### src/hdl/assert_macros.svh
// Assertion macros for the RTL file of the epoch-to-calendar block.
// Uses the aclk clock and the aresetn reset of the including module.
`ifndef ASSERT_MACROS_SVH
`define ASSERT_MACROS_SVH

// Same-cycle implication, disabled while reset is active.
`define ASSERT_IMPL(label, ante, cons) \
    label: assert property (@(posedge aclk) disable iff (!aresetn) (ante) |-> (cons)) \
        else $error("assertion failed");

// Next-cycle implication, disabled while reset is active.
`define ASSERT_NEXT(label, ante, cons) \
    label: assert property (@(posedge aclk) disable iff (!aresetn) (ante) |=> (cons)) \
        else $error("assertion failed");

`endif

### src/hdl/es2c_pkg.sv
// Package for the epoch-to-calendar block: widths, divisors and month table.
// No dependencies.
package es2c_pkg;

    localparam int EPOCH_W = 32;
    localparam int REM_W   = 16;
    localparam int YEAR_W  = 12;
    localparam int DAY_W   = 9;

    localparam logic [REM_W-1:0] DIV_MINUTE = 16'd60;
    localparam logic [REM_W-1:0] DIV_QUAD   = 16'd35064;
    localparam logic [REM_W-1:0] DIV_DAY    = 16'd24;
    localparam logic [REM_W-1:0] HOURS_YEAR = 16'd8760;
    localparam logic [REM_W-1:0] HOURS_LEAP = 16'd8784;
    localparam logic [YEAR_W-1:0] BASE_YEAR = 12'd1970;

    // Division phases of the shared serial divider.
    typedef logic [1:0] phase_t;
    localparam phase_t PH_SEC  = 2'd0;
    localparam phase_t PH_MIN  = 2'd1;
    localparam phase_t PH_QUAD = 2'd2;
    localparam phase_t PH_HOUR = 2'd3;

    // Days in each month of a common year, January first.
    function automatic logic [4:0] month_len(input logic [3:0] mon);
        logic [4:0] len;
        case (mon)
            4'd1:                     len = 5'd28;
            4'd3, 4'd5, 4'd8, 4'd10:  len = 5'd30;
            default:                  len = 5'd31;
        endcase
        return len;
    endfunction

endpackage

### src/hdl/epoch_seconds_to_calendar.sv
// Top level of the epoch-to-calendar converter: serial divider and calendar walk.
// Depends on es2c_pkg and assert_macros.svh.
//
// Converts an unsigned 32-bit count of seconds since 1970-01-01 00:00:00 into
// second, minute, hour, day of month, month (0 is January) and year. Every
// year divisible by four is treated as a leap year, so dates from March 2100
// on are one day earlier than the Gregorian calendar. One item is worked on at
// a time. A single restoring divider that produces one quotient bit per cycle
// does all the divisions: seconds by 60, minutes by 60 and hours by 35064 per
// four-year block; then at most three single years are stepped over, the hours
// left are divided by 24 and up to 11 steps walk the months. The result sits
// in an output register, so a new word is accepted as soon as the previous
// result has been moved there, even while it waits for m_tready.
`include "assert_macros.svh"

module epoch_seconds_to_calendar (
    input  logic        aclk,
    input  logic        aresetn,
    input  logic        s_tvalid,
    output logic        s_tready,
    input  logic [31:0] s_tdata,   // epoch_seconds[31:0]
    output logic        m_tvalid,
    input  logic        m_tready,
    // second[5:0], minute[11:6], hour[16:12], day_of_month[21:17],
    // month_index[25:22], year[37:26], zero[39:38]
    output logic [39:0] m_tdata
);
    import es2c_pkg::*;

    localparam logic [2:0] ST_IDLE = 3'd0;
    localparam logic [2:0] ST_DIV  = 3'd1;
    localparam logic [2:0] ST_YEAR = 3'd2;
    localparam logic [2:0] ST_MON  = 3'd3;
    localparam logic [2:0] ST_DONE = 3'd4;

    logic [2:0]         state_reg, state_next;
    phase_t             phase_reg, phase_next;
    logic [5:0]         cnt_reg, cnt_next;
    logic [EPOCH_W-1:0] quo_reg, quo_next;
    logic [REM_W-1:0]   rem_reg, rem_next;
    logic [5:0]         sec_reg, sec_next;
    logic [5:0]         min_reg, min_next;
    logic [4:0]         hr_reg, hr_next;
    logic [YEAR_W-1:0]  year_reg, year_next;
    logic [DAY_W-1:0]   day_reg, day_next;
    logic [3:0]         mon_reg, mon_next;
    logic               m_tvalid_reg, m_tvalid_next;
    logic [39:0]        m_tdata_reg, m_tdata_next;

    logic [REM_W-1:0]   divisor;
    logic [REM_W:0]     trial;
    logic               ge;
    logic [REM_W:0]     rem_sub;
    logic [REM_W-1:0]   rem_step;
    logic [EPOCH_W-1:0] quo_step;
    logic [REM_W-1:0]   ylen;
    logic               leap;
    logic [DAY_W-1:0]   doy;
    logic [4:0]         mlen;
    logic               s_accept;
    logic               out_free;

    assign s_tready = (state_reg == ST_IDLE);
    assign s_accept = s_tvalid && s_tready;
    assign m_tvalid = m_tvalid_reg;
    assign m_tdata  = m_tdata_reg;
    assign out_free = !m_tvalid_reg || m_tready;

    // Divisor of the current division phase.
    always_comb begin
        case (phase_reg)
            PH_QUAD: divisor = DIV_QUAD;
            PH_HOUR: divisor = DIV_DAY;
            default: divisor = DIV_MINUTE;
        endcase
    end

    // One restoring division step: shift in the next dividend bit, try a subtract.
    always_comb begin
        trial    = {rem_reg, quo_reg[EPOCH_W-1]};
        ge       = (trial >= {1'b0, divisor});
        rem_sub  = trial - {1'b0, divisor};
        rem_step = ge ? rem_sub[REM_W-1:0] : trial[REM_W-1:0];
        quo_step = {quo_reg[EPOCH_W-2:0], ge};
    end

    // Calendar helpers.
    assign leap = (year_reg[1:0] == 2'b00);
    assign ylen = leap ? HOURS_LEAP : HOURS_YEAR;
    assign doy  = quo_step[DAY_W-1:0] + DAY_W'(1);
    assign mlen = month_len(mon_reg);

    // Sequencer of divisions, year steps and month walk.
    always_comb begin
        state_next    = state_reg;
        phase_next    = phase_reg;
        cnt_next      = cnt_reg;
        quo_next      = quo_reg;
        rem_next      = rem_reg;
        sec_next      = sec_reg;
        min_next      = min_reg;
        hr_next       = hr_reg;
        year_next     = year_reg;
        day_next      = day_reg;
        mon_next      = mon_reg;
        m_tvalid_next = m_tvalid_reg && !m_tready;
        m_tdata_next  = m_tdata_reg;

        case (state_reg)
            ST_IDLE: begin
                if (s_accept) begin
                    quo_next   = s_tdata;
                    rem_next   = '0;
                    cnt_next   = 6'd32;
                    phase_next = PH_SEC;
                    state_next = ST_DIV;
                end
            end
            ST_DIV: begin
                quo_next = quo_step;
                rem_next = rem_step;
                cnt_next = cnt_reg - 6'd1;
                if (cnt_reg == 6'd1) begin
                    rem_next = '0;
                    case (phase_reg)
                        PH_SEC: begin
                            // Minutes fit in 27 bits; align them to the top.
                            sec_next   = rem_step[5:0];
                            quo_next   = {quo_step[26:0], 5'b0};
                            cnt_next   = 6'd27;
                            phase_next = PH_MIN;
                        end
                        PH_MIN: begin
                            // Hours fit in 21 bits.
                            min_next   = rem_step[5:0];
                            quo_next   = {quo_step[20:0], 11'b0};
                            cnt_next   = 6'd21;
                            phase_next = PH_QUAD;
                        end
                        PH_QUAD: begin
                            // Four years per block; hours left stay in the remainder.
                            year_next  = BASE_YEAR + {4'b0, quo_step[5:0], 2'b00};
                            rem_next   = rem_step;
                            state_next = ST_YEAR;
                        end
                        default: begin
                            // Hour of day and day of year; leap day is settled here.
                            hr_next  = rem_step[4:0];
                            mon_next = 4'd0;
                            if (leap && doy == DAY_W'(60)) begin
                                mon_next   = 4'd1;
                                day_next   = DAY_W'(29);
                                state_next = ST_DONE;
                            end else begin
                                day_next   = (leap && doy > DAY_W'(60)) ?
                                             doy - DAY_W'(1) : doy;
                                state_next = ST_MON;
                            end
                        end
                    endcase
                end
            end
            ST_YEAR: begin
                if (rem_reg < ylen) begin
                    quo_next   = {rem_reg, 16'b0};
                    rem_next   = '0;
                    cnt_next   = 6'd16;
                    phase_next = PH_HOUR;
                    state_next = ST_DIV;
                end else begin
                    year_next = year_reg + YEAR_W'(1);
                    rem_next  = rem_reg - ylen;
                end
            end
            ST_MON: begin
                if (mon_reg < 4'd11 && {4'b0, mlen} < day_reg) begin
                    day_next = day_reg - {4'b0, mlen};
                    mon_next = mon_reg + 4'd1;
                end else begin
                    state_next = ST_DONE;
                end
            end
            ST_DONE: begin
                if (out_free) begin
                    m_tvalid_next = 1'b1;
                    m_tdata_next  = {2'b00, year_reg, mon_reg, day_reg[4:0],
                                     hr_reg, min_reg, sec_reg};
                    state_next    = ST_IDLE;
                end
            end
            default: begin
                state_next = ST_IDLE;
            end
        endcase
    end

    // Control registers.
    always_ff @(posedge aclk) begin
        if (!aresetn) begin
            state_reg    <= ST_IDLE;
            m_tvalid_reg <= 1'b0;
        end else begin
            state_reg    <= state_next;
            m_tvalid_reg <= m_tvalid_next;
        end
    end

    // Datapath registers.
    always_ff @(posedge aclk) begin
        phase_reg   <= phase_next;
        cnt_reg     <= cnt_next;
        quo_reg     <= quo_next;
        rem_reg     <= rem_next;
        sec_reg     <= sec_next;
        min_reg     <= min_next;
        hr_reg      <= hr_next;
        year_reg    <= year_next;
        day_reg     <= day_next;
        mon_reg     <= mon_next;
        m_tdata_reg <= m_tdata_next;
    end

    // Checks on the sequencer and the result.
    `ASSERT_NEXT(a_accept_starts_div, s_accept, state_reg == ST_DIV && phase_reg == PH_SEC)
    `ASSERT_IMPL(a_div_count_live, state_reg == ST_DIV, cnt_reg != 6'd0)
    `ASSERT_IMPL(a_month_range, state_reg == ST_MON || state_reg == ST_DONE, mon_reg <= 4'd11)
    `ASSERT_IMPL(a_year_range, m_tvalid_reg, m_tdata_reg[37:26] >= 12'd1970 && m_tdata_reg[37:26] <= 12'd2106)

endmodule

### config.mk
export PLATFORM = sky130hd
export DESIGN_NAME = epoch_seconds_to_calendar
export DESIGN_NICKNAME = d
export VERILOG_FILES = /design/src/hdl/es2c_pkg.sv /design/src/hdl/epoch_seconds_to_calendar.sv
export VERILOG_INCLUDE_DIRS = /design/src /design/src/hdl
export SDC_FILE = /design/constraint.sdc
export NUM_CORES = 1
export LEC_CHECK = 0
export BUFFER_PORTS_ARGS = -buffer_cell sky130_fd_sc_hd__buf_2
export CAP_MARGIN = 10
export CELL_PAD_IN_SITES_DETAIL_PLACEMENT = 0
export CELL_PAD_IN_SITES_GLOBAL_PLACEMENT = 2
export CORE_MARGIN = 10
export CORE_UTILIZATION = 42
export DETAILED_ROUTE_END_ITERATION = 16
export GPL_ROUTABILITY_DRIVEN = 0
export PLACE_DENSITY = 0.91
export SYNTH_ARGS = -nofsm -noshare
export SYNTH_HDL_FRONTEND = slang
export SYNTH_SLANG_ARGS = --single-unit
### constraint.sdc
create_clock -name aclk -period 6.8 [get_ports aclk]
set_input_delay 0.68 -clock aclk [delete_from_list [all_inputs] [get_ports aclk]]
set_output_delay 0.68 -clock aclk [all_outputs]
set_load 0.02 [all_outputs]
==> results.sh, run 1 <==
export IMPL_outcome="finished, final reports clean"
export IMPL_areaGrowthSynthToFinish_pct=15.5
export IMPL_synth_common_cells="edfxtp_1, nor2_1, nand2_1, a21oi_1, o21ai_0"
export IMPL_fin_skew_ns=0.0111
export IMPL_largest_reg_flops=38
export IMPL_placed_cells=968
export IMPL_p_clk_share_pct=21.6
export IMPL_first_global_vias=5782
export IMPL_fin_crit_sh_pct=83.8
export IMPL_synth_area_um2=7660
export IMPL_drtPass1Iterations=8
export IMPL_yosys_top_cells_area="edfxtp_1, ha_1, xnor2_1"
export IMPL_ant_nets=0
export IMPL_numPortBuffers=75
export IMPL_rows=49
export IMPL_worstSetupPathType="flip-flop to flip-flop"
export IMPL_h_tree_depth=4
export IMPL_p_per_area_nw_per_um2=516
export IMPL_synth_top_area_cell="edfxtp_1"
export IMPL_start_kind="flip-flop"
export IMPL_grt_max_degree=42
export IMPL_r2r_slack_ns=1.10
export IMPL_synthDistinctLibCells=67
export IMPL_seq_area_frac_synth_pct=54.4
export IMPL_drt_iter0_drc=417
export IMPL_io_pin_count=78
export IMPL_instances_no_fill=1001
export IMPL_hold_ws_ns=0.416
export IMPL_cts_clk_slew_worst_paths_ns=0.06
export IMPL_synth_top_area_share_pct=53.3
export IMPL_nets=822
export IMPL_crit_start="phase_reg[0]"
export IMPL_r2r_start="phase_reg[0]"
export IMPL_worstPathRequired_ns=6.98
export IMPL_clkLatencyLatePin_ns=0.43
export IMPL_grt_ovfl_total=0
export IMPL_rsz0062_at_grt="false"
export IMPL_clockBufferDepth=2
export IMPL_hpwlAfterDp_um=14500
export IMPL_p_int_mw=2.71
export IMPL_track_usage_pct=16.7
export IMPL_dpl_instance_area_um2=8200
export IMPL_synth_most_common_cell="edfxtp_1"
export IMPL_fin_ws_ns=1.10
export IMPL_cts_resized_gates=0
export IMPL_stdcell_area_um2=8850
export IMPL_tns_ns=0
export IMPL_reg2reg_to="day_reg[2]"
export IMPL_dp_slack_ns=1.22
export IMPL_clock_tree_root_cell="clkbuf_16"
export IMPL_ff2ff_path_depth=17
export IMPL_ctsHoldBuffers=0
export IMPL_cts_made_buffers=17
export IMPL_grt_first_pass_wirelength_um=31900
export IMPL_synth_warnings=0
export IMPL_endpoint="day_reg[2]"
export IMPL_drv_slew=0
export IMPL_antennaDiodeCount=0
export IMPL_path_max_fanout=18
export IMPL_p_sw_share_pct=40.5
export IMPL_synth_seq_cells=140
export IMPL_fp_coreArea_um2=18000
export IMPL_syn_inst=697
export IMPL_pwr_share_comb_pct=40.6
export IMPL_vias_per_cell=5.87
export IMPL_hold_violations=0
export IMPL_fmax_mhz=175
export IMPL_drc=0
export IMPL_start_util_pct=42.6
export IMPL_totalWireLength_um=20200
export IMPL_synth_edf_count=136
export IMPL_critPathArrivalTime_ns=5.88
export IMPL_die_area_um2=24000
export IMPL_maxCapViolCount=0
export IMPL_dieWidth_um=155
export IMPL_drive_gt1_share_pct=16.2
export IMPL_switchingPower_mw=1.85
export IMPL_hold_path_class="flip-flop to flip-flop"
export IMPL_layout_min_cycle_time_ns=5.70
export IMPL_tightest_slew_ns=1.23
export IMPL_wl_per_cell_um=20.1
export IMPL_post_cts_buffers=0
export IMPL_ir_drop_uv=278
export IMPL_antenna_found_initial=0
export IMPL_total_leakage_power_nw=3.33
export IMPL_chipHeight_um=155
export IMPL_cts_sinks=140
export IMPL_via_count=5872
export IMPL_syn_avg_cell_area_um2=11.0
export IMPL_setup_violations=0
export IMPL_max_slew_margin_rel_pct=17.8
export IMPL_synth_async_reset_ratio_pct=0
export IMPL_seqPwrFrac_pct=37.8
export IMPL_end_kind="flip-flop"
export IMPL_cts_tree="built"
export IMPL_yosys_most_used_dff="edfxtp_1"
[final cells by class]
class,instances,area (µm²)
inverter,29,109
sequential,140,4160
fill,1653,9120
timing repair buffer,84,455
clock inverter,12,186
clock buffer,20,437
tap,229,287
multi-input combinational,487,3210
[worst min path at each step]
stage,from,to,slack (ns),cells after the start
6_report,sec_reg[1],m_tdata[1],0.42,0
5_1_grt,sec_reg[2],m_tdata[2],0.43,0
4_1_cts,sec_reg[1],m_tdata[1],0.42,0
3_5_place_dp,sec_reg[1],m_tdata[1],0.40,0
3_3_place_gp,min_reg[3],m_tdata[9],0.41,0
2_1_floorplan,sec_reg[0],m_tdata[0],0.40,0
[power by group through the flow]
stage | logic (mW) | registers (mW) | clock network [mW]
3_5_place_dp | 1.82 | 1.73 | 0
6_report | 1.86 | 1.73 | 0.986
5_1_grt | 2.06 | 1.75 | 1.04
2_1_floorplan | 1.47 | 1.55 | 0
3_3_place_gp | 1.78 | 1.72 | 0
4_1_cts | 1.83 | 1.72 | 1.00
[cell families (layout without fill, tap and decap cells)]
kind of cell,after synthesis,after routing,synth area share (%)
xor+xnor,48,48,5.49
compound gates,182,182,16.5
mux,10,10,1.31
flops,140,140,54.4
other cells,1,2,0.0490
simple gates,218,218,13.8
buf+inv,71,145,3.94
fa+ha+maj,27,27,4.51
[stage by stage]
step	power, mW	utilization [%]
final	4.57	49.2
after global routing	4.85	49.2
after CTS	4.55	49.1
after detailed placement	3.55	45.7
after global placement	3.51	45.7
after floorplan	3.02	-
[cells in the final DEF (no fill, tap or decap), types with 5 or more instances in the layout]
cell,n
nand2_1,59
inv_1,28
nand4_1,7
clkbuf_16,17
a22o_1,5
a22oi_1,17
nor2_1,62
nand2b_1,7
buf_4,8
ha_1,26
nor3_1,11
and3_1,15
buf_2,75
and2_1,5
edfxtp_1,136
nand3_1,17
nor4_1,5
o221ai_1,10
a21o_1,9
xnor2_1,29
a222oi_1,8
a21oi_1,38
a31oi_1,5
o22ai_1,8
o21ai_0,34
xor2_1,19
nor2b_1,7
mux2i_1,10
clkinv_4,5
[layer usage]
layer,vias to the layer above,global-route usage [%],part of all wire [%]
met5,-,0,0
li1,2764,-,-
met3,22,5.21,9.7
met4,0,5.71,1.8
met2,268,25.0,45
met1,2818,22.3,44
[worst max-delay path, cell delays in order, from the launching register on]
cell and delay (ns):
edfxtp_1 0.63, nor2_1 0.33, inv_1 0.22, ha_1 0.38, a21o_1 0.19, a211oi_1 0.38, a21o_1 0.20, and3_1 0.60
inv_2 0.31, ha_1 0.37, and4_1 0.27, and2_1 0.19, a21oi_1 0.13, o21ai_0 0.17, and4_1 0.27, o22ai_1 0.37
a21boi_0 0.18, o211a_1 0.26
(Power assumes the default switching activity.)
==> run 2: changes to the inputs <==
--- a/config.mk
+++ b/config.mk
@@ -6,15 +6,16 @@
 export SDC_FILE = /design/constraint.sdc
 export NUM_CORES = 1
 export LEC_CHECK = 0
+export ABC_AREA = 1
 export BUFFER_PORTS_ARGS = -buffer_cell sky130_fd_sc_hd__buf_2
 export CAP_MARGIN = 10
 export CELL_PAD_IN_SITES_DETAIL_PLACEMENT = 0
 export CELL_PAD_IN_SITES_GLOBAL_PLACEMENT = 2
 export CORE_MARGIN = 10
-export CORE_UTILIZATION = 42
+export CORE_UTILIZATION = 38
 export DETAILED_ROUTE_END_ITERATION = 16
 export GPL_ROUTABILITY_DRIVEN = 0
-export PLACE_DENSITY = 0.91
+export PLACE_DENSITY = 0.87
 export SYNTH_ARGS = -nofsm -noshare
 export SYNTH_HDL_FRONTEND = slang
 export SYNTH_SLANG_ARGS = --single-unit
==> constraint.sdc (replaced) <==
create_clock -name aclk -period 5.3 [get_ports aclk]
set_input_delay 0.53 -clock aclk [delete_from_list [all_inputs] [get_ports aclk]]
set_output_delay 0.53 -clock aclk [all_outputs]
set_load 0.02 [all_outputs]
==> results.sh, run 2 <==
export IMPL_synth_simple_gate_area_share_pct=19.4
export IMPL_drtPass1Iterations=5
export IMPL_drt_iter0_drc=509
export IMPL_synth_seq_cells=140
export IMPL_r2r_start="phase_reg[1]"
export IMPL_setup_violations=0
export IMPL_h_tree_depth=4
export IMPL_nets=986
export IMPL_synthAdderAreaFrac_pct=4.36
export IMPL_grt_first_pass_wirelength_um=33900
export IMPL_total_leakage_power_nw=3.79
export IMPL_cp_common_cell="nand2_1"
export IMPL_outcome="finished, final reports clean"
export IMPL_ff_latch_area_um2=4160
export IMPL_syn_avg_cell_area_um2=9.35
export IMPL_ff2ff_path_depth=24
export IMPL_start_util_pct=38.9
export IMPL_end_kind="flip-flop"
export IMPL_synth_top_area_cell="edfxtp_1"
export IMPL_cp_slowest_stage_delay_ns=0.43
export IMPL_drv_slew=0
export IMPL_synth_top_area_share_pct=51.5
export IMPL_clockBufferDepth=2
export IMPL_yosys_most_used_dff="edfxtp_1"
export IMPL_synth_compound_area_share_pct=12.5
export IMPL_final_cell_mix="nand2_1, edfxtp_1, inv_1, buf_2, nor2_1"
export IMPL_wl_per_cell_um=17.8
export IMPL_critPathArrivalTime_ns=4.22
export IMPL_cts_made_buffers=17
export IMPL_worstSetupPathType="flip-flop to flip-flop"
export IMPL_rows=52
export IMPL_synth_top_family_by_area="simple AND/OR/NAND/NOR gates"
export IMPL_hold_path_class="primary input to flip-flop"
export IMPL_fin_crit_sh_pct=76.5
export IMPL_ir_drop_uv=287
export IMPL_fp_coreArea_um2=20400
export IMPL_die_area_um2=27000
export IMPL_synth_warnings=0
export IMPL_cts_sinks=140
export IMPL_areaGrowthSynthToFinish_pct=16.0
export IMPL_max_slew_margin_rel_pct=34.2
export IMPL_hold_ws_ns=0.377
export IMPL_layout_min_cycle_time_ns=4.06
export IMPL_cts_tree="built"
export IMPL_power_mw=6.28
export IMPL_synthDistinctLibCells=57
export IMPL_hpwlAfterDp_um=15800
export IMPL_tns_ns=0
export IMPL_grt_ovfl_total=0
export IMPL_p_per_area_nw_per_um2=683
export IMPL_drc=0
export IMPL_antenna_found_initial=1
export IMPL_vias_per_cell=5.22
export IMPL_synth_edf_count=136
export IMPL_maxCapViolCount=0
export IMPL_tightest_slew_ns=0.985
export IMPL_track_usage_pct=16.0
export IMPL_crit_start="phase_reg[1]"
export IMPL_nFillCells=1979
export IMPL_synth_most_common_cell="nand2_1"
export IMPL_largest_reg_flops=38
export IMPL_hold_violations=0
export IMPL_crit_path_top_delay_cell="edfxtp_1"
export IMPL_rsz0062_at_grt="false"
export IMPL_drive_gt1_share_pct=16.7
export IMPL_synth_async_reset_ratio_pct=0
export IMPL_start_kind="flip-flop"
export IMPL_cts_clk_slew_worst_paths_ns=0.07
export IMPL_yosys_top_cells_area="edfxtp_1, nand2_1, inv_1"
export IMPL_post_cts_buffers=0
export IMPL_reg2reg_to="day_reg[6]"
export IMPL_r2r_slack_ns=1.24
export IMPL_dieWidth_um=164
export IMPL_yosys_area_share_xor_xnor_pct=3.65
export IMPL_final_common_cell="nand2_1"
export IMPL_path_max_fanout=26
export IMPL_multi_input_comb_area_um2=3200
export IMPL_synth_mux_area_share_pct=0
export IMPL_chipHeight_um=164
export IMPL_grt_max_degree=39
export IMPL_seq_area_frac_synth_pct=52.5
export IMPL_ctsHoldBuffers=0
export IMPL_fin_skew_ns=0.0142
export IMPL_fmax_mhz=246
export IMPL_syn_inst=848
export IMPL_synth_common_cells="nand2_1, edfxtp_1, inv_1, nor2_1, o21ai_0"
export IMPL_clkLatencyLatePin_ns=0.43
export IMPL_crit_chain="inv_1 -> nor2_1 -> inv_1 -> ha_1 -> nand2_1 -> nand2_1 -> a21oi_2 -> nand2_2 -> nand2_2 -> nand3_4 -> ha_1 -> nand2_1 -> nor2_1 -> nand3_1 -> xor2_1 -> inv_1 -> nor2_1 -> nand3_2 -> nor2_4 -> nand2_4 -> nand3_4 -> nand2_1 -> nand3_1 -> o21ai_1"
export IMPL_synth_area_um2=7930
export IMPL_numPortBuffers=75
export IMPL_min_delay_start="s_tdata[15]"
export IMPL_first_global_vias=6045
export IMPL_worstPathRequired_ns=5.47
export IMPL_cts_resized_gates=0
export IMPL_ant_nets=0
export IMPL_io_pin_count=78
export IMPL_endpoint="day_reg[6]"
export IMPL_clock_tree_root_cell="clkbuf_16"
export IMPL_via_count=6306
export IMPL_totalWireLength_um=21500
-- run 2: cell families after synthesis --
logic type	after synthesis
buf+inv	146
xor+xnor	33
flops	140
other cells	1
fa+ha+maj	27
simple gates	341
compound gates	160
-- run 2: cell type report --
| cell class | count | area share, % |
|---|---|---|
| Clock inverter | 15 | 1.96 |
| Antenna cell | 1 | 0.0272 |
| Timing Repair Buffer | 85 | 4.90 |
| Sequential cell | 140 | 45.3 |
| Clock buffer | 17 | 4.63 |
| Multi-Input combinational cell | 563 | 34.8 |
| Tap cell | 270 | 3.67 |
| Inverter | 116 | 4.75 |
-- run 2: stage by stage --
stage / cells / worst slack (ns) / instance area, µm² / utilization [%]
floorplan: 849 / 1.30 / 7930 / -
global placement: 1174 / 1.37 / 8590 / 42.2
detailed placement: 1174 / 1.25 / 8590 / 42.2
CTS: 1206 / 1.22 / 9190 / 45.1
global route: 1206 / 0.777 / 9190 / 45.1
finish: 1207 / 1.24 / 9190 / 45.1
-- run 2: worst min-delay path by stage --
stage / slack (ns) / to / depth (start not counted)
after floorplan: 0.40 / m_tdata[0] / 0
after global placement: 0.40 / m_tdata[8] / 0
after detailed placement: 0.40 / m_tdata[15] / 0
after CTS: 0.37 / state_reg[1] / 3
after global routing: 0.38 / state_reg[1] / 3
final: 0.38 / quo_reg[15] / 3
-- run 2: critical path: cells and delay by family, from the launching register on --
kind / cells / cell delay [ns]
AOI/OAI and AO/OA: 2 / 0.25
xor gates and xnor gates: 1 / 0.15
adders and majority gates: 2 / 0.72
buffers and inverters: 3 / 0.50
DFF: 1 / 0.43
and+or+nand+nor: 16 / 1.71
-- run 2: per-layer routing --
metal  global-route usage (%)  vias up  share of wire (%)
met5                        0        -                  0
met1                     22.3     2999                 47
li1                         -     3078                  -
met3                     3.41       24                6.9
met2                     24.5      205                 45
met4                     4.55        0                1.3
-- run 2: power breakdown --
part / internal (mW) / leakage (nW) / switching (mW)
combinational: 0.870 / 2.18 / 2.01
sequential: 1.87 / 1.32 / 0.294
clock: 0.711 / 0.287 / 0.521
==> run 3: changes to the inputs <==
--- a/config.mk
+++ b/config.mk
@@ -6,16 +6,16 @@
 export SDC_FILE = /design/constraint.sdc
 export NUM_CORES = 1
 export LEC_CHECK = 0
-export ABC_AREA = 1
+export ABC_AREA = 0
 export BUFFER_PORTS_ARGS = -buffer_cell sky130_fd_sc_hd__buf_2
 export CAP_MARGIN = 10
 export CELL_PAD_IN_SITES_DETAIL_PLACEMENT = 0
 export CELL_PAD_IN_SITES_GLOBAL_PLACEMENT = 2
 export CORE_MARGIN = 10
-export CORE_UTILIZATION = 38
+export CORE_UTILIZATION = 36
 export DETAILED_ROUTE_END_ITERATION = 16
 export GPL_ROUTABILITY_DRIVEN = 0
-export PLACE_DENSITY = 0.87
+export PLACE_DENSITY = 0.83
 export SYNTH_ARGS = -nofsm -noshare
 export SYNTH_HDL_FRONTEND = slang
 export SYNTH_SLANG_ARGS = --single-unit
==> constraint.sdc (replaced) <==
create_clock -name aclk -period 3.65 [get_ports aclk]
set_input_delay 0.365 -clock aclk [delete_from_list [all_inputs] [get_ports aclk]]
set_output_delay 0.365 -clock aclk [all_outputs]
set_load 0.02 [all_outputs]
==> results.sh, run 3 (synthesis results as in run 1) <==
export IMPL_ff_latch_area_um2=4160
export IMPL_crit_path_top_delay_cell="edfxtp_1"
export IMPL_ir_drop_uv=608
export IMPL_wl_per_cell_um=19.2
export IMPL_power_mw=9.27
export IMPL_violations="negative setup slack"
export IMPL_crit_chain="nor2_4 -> inv_4 -> ha_4 -> a21o_1 -> a211oi_2 -> a21o_1 -> and3_4 -> inv_4 -> ha_4 -> and4_4 -> and2_4 -> a21oi_4 -> o21ai_4 -> and4_4 -> o22a_4 -> o31ai_4 -> o311ai_1"
export IMPL_totalWireLength_um=21300
export IMPL_tightest_slew_ns=1.26
export IMPL_start_kind="flip-flop"
export IMPL_hpwlAfterDp_um=15200
export IMPL_worstPathRequired_ns=3.80
export IMPL_grt_max_degree=39
export IMPL_r2r_start="phase_reg[0]"
export IMPL_r2r_slack_ns=-0.03
export IMPL_max_slew_margin_rel_pct=15.6
export IMPL_ant_nets=0
export IMPL_rsz0062_at_grt="true"
export IMPL_first_global_vias=5983
export IMPL_min_delay_start="s_tdata[13]"
export IMPL_chipHeight_um=166
export IMPL_worstSetupPathType="flip-flop to flip-flop"
export IMPL_clkLatencyLatePin_ns=0.42
export IMPL_final_cell_mix="edfxtp_1, buf_2, buf_4, nor2_1, nand2_1"
export IMPL_io_pin_count=78
export IMPL_end_kind="flip-flop"
export IMPL_critPathArrivalTime_ns=3.83
export IMPL_clock_tree_root_cell="clkbuf_16"
export IMPL_largest_reg_flops=38
export IMPL_fin_ws_ns=-0.0259
export IMPL_antennaDiodeCount=0
export IMPL_drtPass1Iterations=5
export IMPL_ctsHoldBuffers=0
export IMPL_outcome="finished with violations"
export IMPL_final_common_cell="edfxtp_1"
export IMPL_drive_gt1_share_pct=26.6
export IMPL_cp_slowest_stage_delay_ns=0.46
export IMPL_layout_min_cycle_time_ns=3.68
export IMPL_antenna_found_initial=0
export IMPL_areaGrowthSynthToFinish_pct=25.3
export IMPL_hold_path_class="primary input to flip-flop"
export IMPL_hold_violations=0
export IMPL_grt_ovfl_total=0
export IMPL_hold_end="quo_reg[13]"
export IMPL_cts_sinks=140
export IMPL_reg2reg_to="day_reg[6]"
export IMPL_drc=0
export IMPL_utilization_pct=45.8
export IMPL_rows=53
export IMPL_numPortBuffers=75
export IMPL_track_usage_pct=14.8
export IMPL_nFillCells=2001
export IMPL_total_leakage_power_nw=3.64
export IMPL_dieWidth_um=166
export IMPL_clockBufferDepth=2
export IMPL_cts_tree="built"
export IMPL_fp_coreArea_um2=21000
export IMPL_via_count=6093
export IMPL_hold_path_cell_count=3
export IMPL_maxCapViolCount=0
export IMPL_vias_per_cell=5.51
export IMPL_cts_clk_slew_worst_paths_ns=0.06
export IMPL_h_tree_depth=4
export IMPL_nets=881
export IMPL_drv_slew=0
export IMPL_path_max_fanout=5
export IMPL_cts_made_buffers=17
export IMPL_multi_input_comb_area_um2=3530
export IMPL_start_util_pct=36.6
export IMPL_fin_skew_ns=0.0116
export IMPL_setup_violations=4
export IMPL_fin_crit_sh_pct=101
export IMPL_drt_iter0_drc=483
export IMPL_ff2ff_path_depth=17
export IMPL_fmax_mhz=272
export IMPL_p_per_area_nw_per_um2=966
export IMPL_dp_slack_ns=-0.179
export IMPL_die_area_um2=27500
export IMPL_hold_ws_ns=0.224
export IMPL_grt_first_pass_wirelength_um=33300
-- run 3: how the worst max path moves through the flow --
stage / startpoint / endpoint / slack (ns) / depth (start not counted)
finish: phase_reg[0] / day_reg[6] / -0.03 / 17
global route: phase_reg[0] / day_reg[3] / -0.15 / 16
CTS: phase_reg[1] / day_reg[1] / 0.04 / 17
detailed placement: phase_reg[1] / day_reg[5] / -0.18 / 17
global placement: year_reg[0] / quo_reg[2] / -0.02 / 9
floorplan: phase_reg[1] / day_reg[6] / -0.17 / 21
-- run 3: cell type report --
type	instances	area share, %
inverter	29	1.19
tap	275	3.58
sequential	140	43.4
clock buffer	19	4.51
multi-input combinational	489	36.8
clock inverter	13	1.47
timing repair buffer	141	9.07
-- run 3: metrics by stage --
step | setup TNS [ns] | instances | instance area (µm²)
floorplan | -1.03 | 698 | 7780
global placement | -0.674 | 1067 | 8760
detailed placement | -2.85 | 1067 | 8760
CTS | 0 | 1102 | 9410
global route | -1.33 | 1106 | 9600
finish | -0.0610 | 1106 | 9600
-- run 3: worst max-delay path, delay by kind of cell, from the launching register on --
family,cells,cell delay [ns]
buffers and inverters,2,0.11
DFF,1,0.46
adders and majority gates,2,0.36
AOI/OAI and AO/OA,8,1.51
and+or+nand+nor,5,0.97
-- run 3: where the power goes --
group	internal [mW]	switching, mW
Clock	1.01	0.688
Sequential	2.59	0.519
Combinational	1.88	2.59
Total	5.48	3.79
-- run 3: timing repair --
item                       CTS  global route
pin swaps                    4            19
gates resized for setup     12            22
setup endpoints to repair   51            24
gates cloned                 1             1
setup buffers                2             3
-- run 3: routing by layer --
layer,global-route usage (%),wire (µm),up-vias
met2,22.2,9730,249
met3,3.50,1410,23
met5,0,0,-
met1,20.5,9840,2931
li1,-,-,2890
met4,5.20,307,0
